==> src/rtl/hcls_pkg.sv <==
// Shared types, constants and the mod-26 reduction for the Hill cipher letter stream.
// No dependencies; every other file of the block uses this package.
package hcls_pkg;

  localparam int unsigned MaxDim = 3;
  localparam int unsigned LetW   = 5;
  localparam int unsigned RowW   = MaxDim * LetW;
  localparam int unsigned SumW   = 12;

  localparam logic [6:0] CharBase = 7'd65;  // 'A'
  localparam logic [4:0] PadLet   = 5'd23;  // 'X'
  localparam logic [4:0] Modulus  = 5'd26;

  typedef enum logic [2:0] {
    REG_BLOCK_SIZE = 3'd0,
    REG_DIRECTION  = 3'd1,
    REG_FWD_ROW0   = 3'd2,
    REG_FWD_ROW1   = 3'd3,
    REG_FWD_ROW2   = 3'd4,
    REG_INV_ROW0   = 3'd5,
    REG_INV_ROW1   = 3'd6,
    REG_INV_ROW2   = 3'd7
  } cfg_reg_e;

  typedef struct packed {
    logic [1:0]                     block_size;
    logic                           direction;
    logic [MaxDim-1:0][RowW-1:0]    fwd_row;
    logic [MaxDim-1:0][RowW-1:0]    inv_row;
  } cfg_t;

  // One finished block headed for the output serializer.
  typedef struct packed {
    logic [MaxDim-1:0][LetW-1:0] letters;
    logic [1:0]                  cnt;
    logic                        last;
  } blk_t;

  // x mod 26 for x <= 2325. q = x*315 >> 13 is floor(x/26) or one less,
  // so a single conditional subtract finishes it.
  function automatic logic [LetW-1:0] mod26(input logic [SumW-1:0] x);
    logic [20:0]     prod;
    logic [7:0]      q;
    logic [SumW-1:0] qm;
    logic [SumW-1:0] r;
    prod = 21'(x) * 21'd315;
    q    = prod[20:13];
    qm   = SumW'(q) * SumW'(Modulus);
    r    = x - qm;
    if (r >= SumW'(Modulus)) begin
      r = r - SumW'(Modulus);
    end
    return r[LetW-1:0];
  endfunction

endpackage

==> src/rtl/hcls_if.sv <==
// Valid/ready channel interfaces: character input, letter output, register writes.
// Depends on hcls_pkg for field widths.
interface hcls_in_if;
  logic       valid;
  logic       ready;
  logic [7:0] char_in;
  logic       end_of_message;

  modport source (output valid, output char_in, output end_of_message, input ready);
  modport sink   (input valid, input char_in, input end_of_message, output ready);
endinterface

interface hcls_out_if;
  logic       valid;
  logic       ready;
  logic [6:0] char_out;
  logic       last;

  modport source (output valid, output char_out, output last, input ready);
  modport sink   (input valid, input char_out, input last, output ready);
endinterface

interface hcls_cfg_if;
  logic                         valid;
  logic                         ready;
  logic [2:0]                   index;
  logic [hcls_pkg::RowW-1:0]    data;

  modport source (output valid, output index, output data, input ready);
  modport sink   (input valid, input index, input data, output ready);
endinterface

==> src/rtl/hcls_cfg.sv <==
// Configuration register file: block size, direction and both key matrices.
// Depends on hcls_pkg and hcls_cfg_if.
module hcls_cfg (
  input  logic            clk_i,
  input  logic            rst_ni,
  hcls_cfg_if.sink        cfg_i,
  output hcls_pkg::cfg_t  cfg_o
);
  import hcls_pkg::*;

  cfg_t cfg_q;

  assign cfg_i.ready = 1'b1;
  assign cfg_o       = cfg_q;

  always_ff @(posedge clk_i or negedge rst_ni) begin
    if (!rst_ni) begin
      cfg_q <= '{block_size: 2'd2, direction: 1'b0, fwd_row: '0, inv_row: '0};
    end else if (cfg_i.valid) begin
      case (cfg_i.index)
        REG_BLOCK_SIZE: cfg_q.block_size <= cfg_i.data[1:0];
        REG_DIRECTION:  cfg_q.direction  <= cfg_i.data[0];
        REG_FWD_ROW0:   cfg_q.fwd_row[0] <= cfg_i.data;
        REG_FWD_ROW1:   cfg_q.fwd_row[1] <= cfg_i.data;
        REG_FWD_ROW2:   cfg_q.fwd_row[2] <= cfg_i.data;
        REG_INV_ROW0:   cfg_q.inv_row[0] <= cfg_i.data;
        REG_INV_ROW1:   cfg_q.inv_row[1] <= cfg_i.data;
        REG_INV_ROW2:   cfg_q.inv_row[2] <= cfg_i.data;
        default: ;
      endcase
    end
  end

endmodule

==> src/rtl/hcls_proc.sv <==
// Input register, letter buffer and the mod-26 matrix product for one block.
// Depends on hcls_pkg and hcls_in_if.
module hcls_proc (
  input  logic            clk_i,
  input  logic            rst_ni,
  hcls_in_if.sink         char_i,
  input  hcls_pkg::cfg_t  cfg_i,
  input  logic            can_load_i,
  output logic            blk_valid_o,
  output hcls_pkg::blk_t  blk_o
);
  import hcls_pkg::*;

  // input decode
  logic            in_letter;
  logic [LetW-1:0] in_val;

  // input register
  logic            s1_valid_q;
  logic            s1_letter_q;
  logic [LetW-1:0] s1_val_q;
  logic            s1_eom_q;
  logic            s1_adv;

  // block state
  logic [MaxDim-1:0][LetW-1:0] buf_q, buf_d;
  logic [1:0]                  fill_q, fill_d;

  logic                        bs3;
  logic [1:0]                  bs;
  logic [1:0]                  idx;
  logic [1:0]                  fill_n;
  logic                        full, flush, emit;
  logic [MaxDim-1:0][LetW-1:0] blk_in;
  logic [MaxDim-1:0][RowW-1:0] rows;
  logic [MaxDim-1:0][LetW-1:0] res;

  always_comb begin
    in_letter = 1'b0;
    in_val    = '0;
    if (char_i.char_in inside {[8'd65:8'd90]}) begin
      in_letter = 1'b1;
      in_val    = LetW'(char_i.char_in - 8'd65);
    end else if (char_i.char_in inside {[8'd97:8'd122]}) begin
      in_letter = 1'b1;
      in_val    = LetW'(char_i.char_in - 8'd97);
    end
  end

  assign char_i.ready = !s1_valid_q || s1_adv;

  always_ff @(posedge clk_i or negedge rst_ni) begin
    if (!rst_ni) begin
      s1_valid_q <= 1'b0;
    end else if (char_i.ready) begin
      s1_valid_q <= char_i.valid;
    end
  end

  always_ff @(posedge clk_i) begin
    if (char_i.valid && char_i.ready) begin
      s1_letter_q <= in_letter;
      s1_val_q    <= in_val;
      s1_eom_q    <= char_i.end_of_message;
    end
  end

  always_comb begin
    bs3    = (cfg_i.block_size == 2'd3);
    bs     = bs3 ? 2'd3 : 2'd2;
    // write index saturates at the last slot if the block size shrank
    idx    = (fill_q < bs) ? fill_q : bs - 2'd1;
    buf_d  = buf_q;
    fill_n = fill_q;
    if (s1_letter_q) begin
      buf_d[idx] = s1_val_q;
      fill_n     = idx + 2'd1;
    end
    full  = s1_letter_q && (fill_n == bs);
    flush = !full && s1_eom_q && (fill_n != 2'd0);
    emit  = full || flush;

    blk_in = buf_d;
    for (int i = 0; i < MaxDim; i++) begin
      if (flush && (2'(i) >= fill_n)) begin
        blk_in[i] = PadLet;
      end
    end
  end

  assign rows = cfg_i.direction ? cfg_i.inv_row : cfg_i.fwd_row;

  always_comb begin
    logic [SumW-1:0] sum;
    logic [LetW-1:0] k;
    for (int r = 0; r < MaxDim; r++) begin
      sum = '0;
      for (int c = 0; c < MaxDim; c++) begin
        k = rows[r][c*LetW +: LetW];
        if (c < 2 || bs3) begin
          sum = sum + SumW'(k) * SumW'(blk_in[c]);
        end
      end
      res[r] = mod26(sum);
    end
  end

  // a block-producing item waits until the serializer can take the block
  assign s1_adv      = s1_valid_q && (!emit || can_load_i);
  assign blk_valid_o = s1_adv && emit;

  always_comb begin
    blk_o.letters = res;
    blk_o.cnt     = bs;
    blk_o.last    = s1_eom_q;
  end

  assign fill_d = emit ? 2'd0 : fill_n;

  always_ff @(posedge clk_i or negedge rst_ni) begin
    if (!rst_ni) begin
      fill_q <= 2'd0;
    end else if (s1_adv) begin
      fill_q <= fill_d;
    end
  end

  always_ff @(posedge clk_i) begin
    if (s1_adv) begin
      buf_q <= buf_d;
    end
  end

endmodule

==> src/rtl/hcls_ser.sv <==
// Result register holding one finished block and sending it out a letter per request.
// Depends on hcls_pkg and hcls_out_if.
module hcls_ser (
  input  logic            clk_i,
  input  logic            rst_ni,
  input  logic            blk_valid_i,
  input  hcls_pkg::blk_t  blk_i,
  output logic            can_load_o,
  hcls_out_if.source      char_o
);
  import hcls_pkg::*;

  logic                        res_valid_q;
  logic [MaxDim-1:0][LetW-1:0] letters_q;
  logic [1:0]                  cnt_q;
  logic [1:0]                  idx_q;
  logic                        last_q;
  logic                        on_final;
  logic                        pop;

  assign on_final   = (idx_q == cnt_q - 2'd1);
  assign pop        = res_valid_q && char_o.ready;
  assign can_load_o = !res_valid_q || (pop && on_final);

  assign char_o.valid    = res_valid_q;
  assign char_o.char_out = CharBase + 7'(letters_q[idx_q]);
  assign char_o.last     = last_q && on_final;

  always_ff @(posedge clk_i or negedge rst_ni) begin
    if (!rst_ni) begin
      res_valid_q <= 1'b0;
      idx_q       <= 2'd0;
    end else if (blk_valid_i) begin
      res_valid_q <= 1'b1;
      idx_q       <= 2'd0;
    end else if (pop) begin
      if (on_final) begin
        res_valid_q <= 1'b0;
        idx_q       <= 2'd0;
      end else begin
        idx_q <= idx_q + 2'd1;
      end
    end
  end

  always_ff @(posedge clk_i) begin
    if (blk_valid_i) begin
      letters_q <= blk_i.letters;
      cnt_q     <= blk_i.cnt;
      last_q    <= blk_i.last;
    end
  end

endmodule

==> src/rtl/hill_cipher_letter_stream_core.sv <==
// Top level of the Hill cipher letter stream (mod 26, blocks of 2 or 3 letters).
// Depends on hcls_pkg, hcls_if, hcls_cfg, hcls_proc and hcls_ser.
//
// Usage:
//   char_i  carries one ASCII byte per request plus end_of_message. Non-letters
//           are dropped, lower case folds to upper case.
//   char_o  sends one upper-case letter per request; last marks the final
//           letter of a block completed or flushed by an end-of-message byte.
//   cfg_i   writes registers 0..7 (block_size, direction, fwd/inv rows); always
//           ready. The user must write only while the block is idle, unchecked.
// Path: a byte that completes a block moves from the input register into the
//   result register, which drives its first letter onto char_o.
// Throughput: one byte per cycle while no block waits. A finished block
//   occupies the result register until its final letter is taken; a
//   further block-completing byte waits in the input register until then
//   and holds back the bytes behind it.
// Reset: fill count clears, block size returns to 2, direction and key rows to 0.
// A stalled char_o holds its letter; backpressure reaches char_i only through
//   the single input register.
module hill_cipher_letter_stream_core (
  input  logic        clk_i,
  input  logic        rst_ni,
  hcls_in_if.sink     char_i,
  hcls_out_if.source  char_o,
  hcls_cfg_if.sink    cfg_i
);
  import hcls_pkg::*;

  cfg_t cfg;
  blk_t blk;
  logic blk_valid;
  logic can_load;

  hcls_cfg u_cfg (
    .clk_i  (clk_i),
    .rst_ni (rst_ni),
    .cfg_i  (cfg_i),
    .cfg_o  (cfg)
  );

  hcls_proc u_proc (
    .clk_i       (clk_i),
    .rst_ni      (rst_ni),
    .char_i      (char_i),
    .cfg_i       (cfg),
    .can_load_i  (can_load),
    .blk_valid_o (blk_valid),
    .blk_o       (blk)
  );

  hcls_ser u_ser (
    .clk_i       (clk_i),
    .rst_ni      (rst_ni),
    .blk_valid_i (blk_valid),
    .blk_i       (blk),
    .can_load_o  (can_load),
    .char_o      (char_o)
  );

  // a new block never overwrites one still being sent
  a_no_overrun: assert property (@(posedge clk_i) disable iff (!rst_ni)
    blk_valid |-> can_load)
    else $error("block loaded while result register busy");

  a_blk_size: assert property (@(posedge clk_i) disable iff (!rst_ni)
    blk_valid |-> (blk.cnt == 2'd2 || blk.cnt == 2'd3))
    else $error("block with bad letter count");

  a_letter_range: assert property (@(posedge clk_i) disable iff (!rst_ni)
    char_o.valid |-> (char_o.char_out >= 7'd65 && char_o.char_out <= 7'd90))
    else $error("output letter out of range");

  // after the last letter of a message leaves, no further letter is pending
  // unless a new block was loaded in that same cycle
  a_last_drains: assert property (@(posedge clk_i) disable iff (!rst_ni)
    (char_o.valid && char_o.ready && char_o.last && !blk_valid) |=> !char_o.valid)
    else $error("result register not drained after last letter");

endmodule

==> src/flat_wrapper.sv <==
// flat-port wrapper written by rule: the top's interface ports become plain ports
module hill_cipher_letter_stream_core_flat import hcls_pkg::*;
  (clk_i, rst_ni, char_i_valid, char_i_char_in, char_i_end_of_message, char_i_ready, char_o_valid, char_o_char_out, char_o_last, char_o_ready, cfg_i_valid, cfg_i_index, cfg_i_data, cfg_i_ready);
  hcls_in_if char_i_i ();
  hcls_out_if char_o_i ();
  hcls_cfg_if cfg_i_i ();
  input  logic clk_i;
  input  logic rst_ni;
  input wire logic [$bits(char_i_i.valid)-1:0] char_i_valid;
  input wire logic [$bits(char_i_i.char_in)-1:0] char_i_char_in;
  input wire logic [$bits(char_i_i.end_of_message)-1:0] char_i_end_of_message;
  output wire logic [$bits(char_i_i.ready)-1:0] char_i_ready;
  output wire logic [$bits(char_o_i.valid)-1:0] char_o_valid;
  output wire logic [$bits(char_o_i.char_out)-1:0] char_o_char_out;
  output wire logic [$bits(char_o_i.last)-1:0] char_o_last;
  input wire logic [$bits(char_o_i.ready)-1:0] char_o_ready;
  input wire logic [$bits(cfg_i_i.valid)-1:0] cfg_i_valid;
  input wire logic [$bits(cfg_i_i.index)-1:0] cfg_i_index;
  input wire logic [$bits(cfg_i_i.data)-1:0] cfg_i_data;
  output wire logic [$bits(cfg_i_i.ready)-1:0] cfg_i_ready;
  assign char_i_i.valid = char_i_valid;
  assign char_i_i.char_in = char_i_char_in;
  assign char_i_i.end_of_message = char_i_end_of_message;
  assign char_i_ready = char_i_i.ready;
  assign char_o_valid = char_o_i.valid;
  assign char_o_char_out = char_o_i.char_out;
  assign char_o_last = char_o_i.last;
  assign char_o_i.ready = char_o_ready;
  assign cfg_i_i.valid = cfg_i_valid;
  assign cfg_i_i.index = cfg_i_index;
  assign cfg_i_i.data = cfg_i_data;
  assign cfg_i_ready = cfg_i_i.ready;
  hill_cipher_letter_stream_core u_core (.clk_i(clk_i), .rst_ni(rst_ni), .char_i(char_i_i), .char_o(char_o_i), .cfg_i(cfg_i_i));
endmodule
==> config.mk <==
export PLATFORM = sky130hd
export DESIGN_NAME = hill_cipher_letter_stream_core_flat
export DESIGN_NICKNAME = d
export VERILOG_FILES = /design/src/rtl/hcls_pkg.sv /design/src/rtl/hcls_if.sv /design/src/rtl/hcls_cfg.sv /design/src/rtl/hcls_proc.sv /design/src/rtl/hcls_ser.sv /design/src/rtl/hill_cipher_letter_stream_core.sv /design/src/flat_wrapper.sv
export SDC_FILE = /design/constraint.sdc
export NUM_CORES = 1
export LEC_CHECK = 0
export BUFFER_PORTS_ARGS = -buffer_cell sky130_fd_sc_hd__buf_2
export CORE_MARGIN = 2
export CORE_UTILIZATION = 66
export DETAILED_ROUTE_END_ITERATION = 8
export PLACE_DENSITY_LB_ADDON = 0.15
export SYNTH_ARGS = -nofsm -noshare
export SYNTH_HDL_FRONTEND = slang
export SYNTH_HIERARCHICAL = 1
export SYNTH_SLANG_ARGS = --single-unit
==> constraint.sdc <==
create_clock -name clk_i -period 22.2 [get_ports clk_i]
set_input_delay 4.44 -clock clk_i [delete_from_list [all_inputs] [get_ports clk_i]]
set_output_delay 4.44 -clock clk_i [all_outputs]
set_load 0.01 [all_outputs]
Word level (Yosys, flattened, before mapping)
Index checks and enable logic that the tools add are counted.
Widths: inputs -> output; s select.

cells by class
  equality and inequality tests = 10
  order comparisons = 14
  multipliers = 15
  $add $sub $neg = 19
  muxes and demuxes = 29
  reduce and logical (&&, ||, !) cells = 36

operators with widths
  cell                   count
  $mul 5x5->10           9
  $mul 12x9->21 const B  3
  $mux 5                 10
  $mux 45                1
  $add 11x10->12         3
  $ge 12x5->1 const B    3
  $mux 12                3
  $sub 12x12->12         3
  $add 10x10->11         3
  $mul 8x4->11 const B   3
  $reduce_and 2->1       9
  $ge 8x7->1 const B     2
  $le 8x7->1 const B     2
  $bwmux 15              1
  $logic_and 1x1->1      15
  $mux 15                1
  $sub 5x5->5 const B    3
  $eq 3x3->1 const B     4
  $mux 2                 6
  $bmux 5 s2             1
  $demux 5 s2            1
  $sub 5x1->5 const B    2
  $add 7x5->7 const A    1
  $eq 3x2->1 const B     2
  other kinds (15)       32

storage, ports and cells
  input bits = 32
  logic and storage cells = 146
  output and inout port bits = 11
  flip-flop bits (word level) = 139

Depth between registers and ports, before layout
  depth after elaboration = 22
  depth in mapped cells = 69
  depth with buffers taken out = 68

By module
Netlist, hierarchy kept.

modules (own cells, without submodules)
  module     area an instance (um2)  cells each  instances
  hcls_proc  19477.4                 2292        1
  hcls_cfg   3712.3                  208         1
  hcls_ser   939.7                   64          1

Worst setup path after synthesis
OpenSTA, ideal clock, no wires.

  kind = reg-to-reg
  start = register u_core.u_proc.fill_q[1]
  end = register u_core/u_ser/letters_q[14] in the netlist's numbering, data pin
  stages on the path, launching flop included = 67
  arrival time = 15089 ps
  library setup time = 254 ps
  clock period less this slack = 15343 ps
  buffers on the path = 2
  slack = 6857 ps
  path through = dfrtp_1 -> clkbuf_1 -> o21ai_0 -> a21oi_2 -> mux2_2 -> nor2b_1 -> clkbuf_1 -> nor2_1 -> fa_1 -> inv_1 -> fa_1 -> inv_1 -> fa_1 -> fa_1 -> inv_1 -> fa_1 -> inv_1 -> ha_1 -> [... 31 more ...] -> xnor2_1 -> ha_1 -> inv_1 -> fa_1 -> inv_1 -> ha_1 -> nand3_1 -> o211ai_1 -> nor2_1 -> xor2_1 -> ha_1 -> o21ai_0 -> nand3b_1 -> o21ai_0 -> a2111o_1 -> nor4_2 -> nand2_1 -> a21o_1

RTL lines
  item                      RTL line          RTL
  start: declaration        hcls_proc.sv:27   logic [1:0] fill_q, fill_d;
  start signal: assignment  hcls_proc.sv:124  fill_q <= fill_d;
  end signal: assignment    hcls_ser.sv:48    letters_q <= blk_i.letters;
  end: declaration          hcls_ser.sv:14    logic [MaxDim-1:0][LetW-1:0] letters_q;

==> results by group <==
Global routing
  • First-pass GRT wire length: 91.0 mm
  • Largest net degree at the start of global routing: 82
  • GRT overflow: 0
  • Total Routing Usage GR: 0.299
  • Vias in the first global route: 18500
  • Antenna violations before repair: 1

Critical path
  • CP Data Arrival Time: 17.16 ns
  • Worst setup path class: register to register
  • CP max stage cell: or4_1
  • Worst Path Required: 22.39 ns
  • CP startpoint kind: register
  • Endpoint class of the critical path: register
  • CP max stage delay: 0.54 ns
  • Worst-path maximum fanout: 46
  • Critical path's most frequent cell: inv_1

Yosys
  • Post-Synth Adder-Cell Area: 0.421
  • Mapped Area: 24100 um^2
  • Main combinational cell family by area after synthesis: adder cells
  • Sequential area share after synthesis: 0.153
  • Post-synthesis compound-gate area fraction: 0.0784
  • Mean Syn Cell Area: 9.41 um^2
  • EDFF count, synth: 40
  • Cell taking the most area after synthesis: fa_1
  • Top cell type's share of synthesized area: 0.214
  • Synth Area in XOR/XNOR: 0.0485
  • Synth area leaders: fa_1 (21%), ha_1 (21%), dfrtp_1 (10%), inv_1 (8.8%), edfxtp_1 (5.0%)
  • Synth Instances: 2564
  • Synth unique cells: 89
  • Syn nets: 3254
  • Post-synth top flop: dfrtp_1
  • Synth Area in Simple Gates: 0.111
  • Ys Warns: 6
  • Yosys reg bits: 139
  • Portion of netlist area occupied by mux cells: 0.0877
  • FFs w/ async S/R, synth: 0.712

STA
  • Final Hold Violating Endpoints: 0
  • Count of final setup violators: 0
  • Setup TNS: 0 ns
  • Skew final: 0.0116 ns
  • Worst slew margin: 0.208
  • Min Clock Period, post-route: 16.97 ns
  • Fin crit share: 0.764
  • FMAX: 0.0589 GHz
  • Worst hold slack: 0.508 ns
  • RSZ-0062 raised after global routing: false
  • Worst slew pin tran: 1.19 ns
  • Max Slew Vio Count: 0

Cells and area
  • Layout Utilization: 0.698
  • Layout area overhead: 5.19%
  • Ant diodes: 0
  • Layout cells sized above 1: 0.111
  • Final Net Count: 3282

Detailed routing
  • Initial detailed-routing violation count: 1064
  • WL met2: 26.9 mm
  • First-pass DRT Iterations: 5
  • Vias: 17500
  • Vias/cell: 5.68
  • DR top layer: met5
  • Routed met3 length: 2.18 mm
  • Antenna-violating nets left: 0
  • Remaining DRCs: 0
  • Routed wire per std cell: 17.5 um
  • Routed wire length: 53.7 mm
  • Routed metal-1 wire length: 23.2 mm

Run
  • Max Cap Viol: 0

Place
  • Final HPWL DP: 44.0 mm
  • Port bufs: 40
  • GPL Wtd Cong: 0.904

Floorplan
  • Num ports: 43
  • Number of core rows: 70
  • Core Region: 36300 um^2
  • Die height: 195 um
  • Die width: 195 um
  • Initial core utilization: 0.664
  • Die ar.: 38100 um^2

Run status
  • Outcome: complete, no violations

CTS
  • Clock sink count: 139
  • Post-CTS setup buffer count: 0
  • Bufs on Longest Clock Path: 2
  • CTS Buf Count: 17
  • CTS tree: built
  • CTS resizes: 0
  • H-tree Lvls: 4
  • Root Buffer: clkbuf_16
  • CTS hold repair buffers: 0
  • Clk_lat worst skew: 0.43 ns
  • Worst-path clk slew: 0.07 ns

Hold path
  • Worst Hold Class: register to register
-- metal layers --
metal	global-route usage	up-vias
li1	-	8331
met1	0.386	8624
met2	0.527	410
met3	0.0345	85
met4	0.0919	2
met5	0	-
-- synth_stat cells, drive strengths merged, types with 16 or more instances --
cell type and n:
edfxtp 40, nand3 27, buf 24, ha 400, xor2 48, fa 258
mux2i 69, nor2 222, a21oi 82, nor3 33, xnor2 84, nand2b 16
nand2 120, o21ai 55, a21o 37, or2 37, nor2b 37, dfrtp 98
clkbuf 26, inv 563, mux2 120
-- critical path, delay by kind of cell (launching register included) --
family / cells / cell delay (ns)
buffers and inverters: 14 / 1.25
DFF: 1 / 0.39
muxes: 1 / 0.23
xor gates and xnor gates: 4 / 0.91
AOI/OAI and AO/OA: 15 / 3.42
and+or+nand+nor: 12 / 2.43
adders and majority gates: 19 / 8.01
-- cell usage in the layout (no fill, tap or decap), drive strengths merged, types with 40 or more instances in the layout --
cell type  instances
mux2             120
a21oi             82
xnor2             84
edfxtp            40
buf               59
nand2            120
mux2i             69
dfrtp             98
fa               258
nor2             222
ha               400
inv              573
xor2              48
o21ai             55
-- cell families after synthesis --
group | Yosys count
AND/OR/NAND/NOR | 554
adder cells (fa/ha/maj) | 658
flip-flops | 139
XOR/XNOR | 132
multiplexers | 189
AO/OA/AOI/OAI | 275
other | 3
buffers and inverters | 614
-- stage by stage --
step	area [um^2]	std cells	setup WS, ns
2_1_floorplan	24100	2564	6.86
3_3_place_gp	24800	3041	5.80
3_5_place_dp	24800	3041	5.36
4_1_cts	25400	3073	5.28
5_1_grt	25400	3073	4.07
6_report	25400	3073	5.23
-- path summary, 6_finish.rpt --
path / startpoint / to / slack [ns] / cells past startpoint
setup / recovery: u_core/u_cfg/cfg_o[91] / u_core/u_ser/letters_q[4] / 5.23 / 65
max in group asynchronous: rst_ni / u_core/u_cfg/cfg_o[90] / 16.84 / 2
hold / removal: u_core/u_cfg/cfg_o[8] / u_core/u_cfg/cfg_o[8] / 0.51 / 1
min in group asynchronous: rst_ni / u_core/u_ser/idx_q[0] / 3.90 / 1
hold reg to reg: u_core/u_cfg/cfg_o[8] / u_core/u_cfg/cfg_o[8] / 0.51 / 1
setup reg to reg: u_core/u_cfg/cfg_o[91] / u_core/u_ser/letters_q[4] / 5.23 / 65
-- area by class of cell --
cell class / instances / area (um^2)
multi-input cells: 1811 / 18000
inverters: 564 / 2120
well taps: 468 / 586
clock inverters: 13 / 143
fillers: 2799 / 11000
flip-flops and latches: 139 / 3680
clock buffers: 19 / 464
repair buffers: 59 / 345
-- flip-flops by register name (all words and copies together) (netlist names) --
register / cells
u_core/u_cfg/cfg_o: 93
u_core/u_proc/buf_q: 15
u_core/u_proc/fill_q: 2
u_core/u_proc/s1_eom_q: 1
u_core/u_proc/s1_letter_q: 1
u_core/u_proc/s1_val_q: 5
u_core/u_proc/s1_valid_q: 1
u_core/u_ser/char_o.valid: 1
u_core/u_ser/cnt_q: 2
u_core/u_ser/idx_q: 2
u_core/u_ser/last_q: 1
u_core/u_ser/letters_q: 15
Power is left out: the tool's default activity adds up to more than one toggle a clock period on the data nets, which glitch-free logic cannot reach.
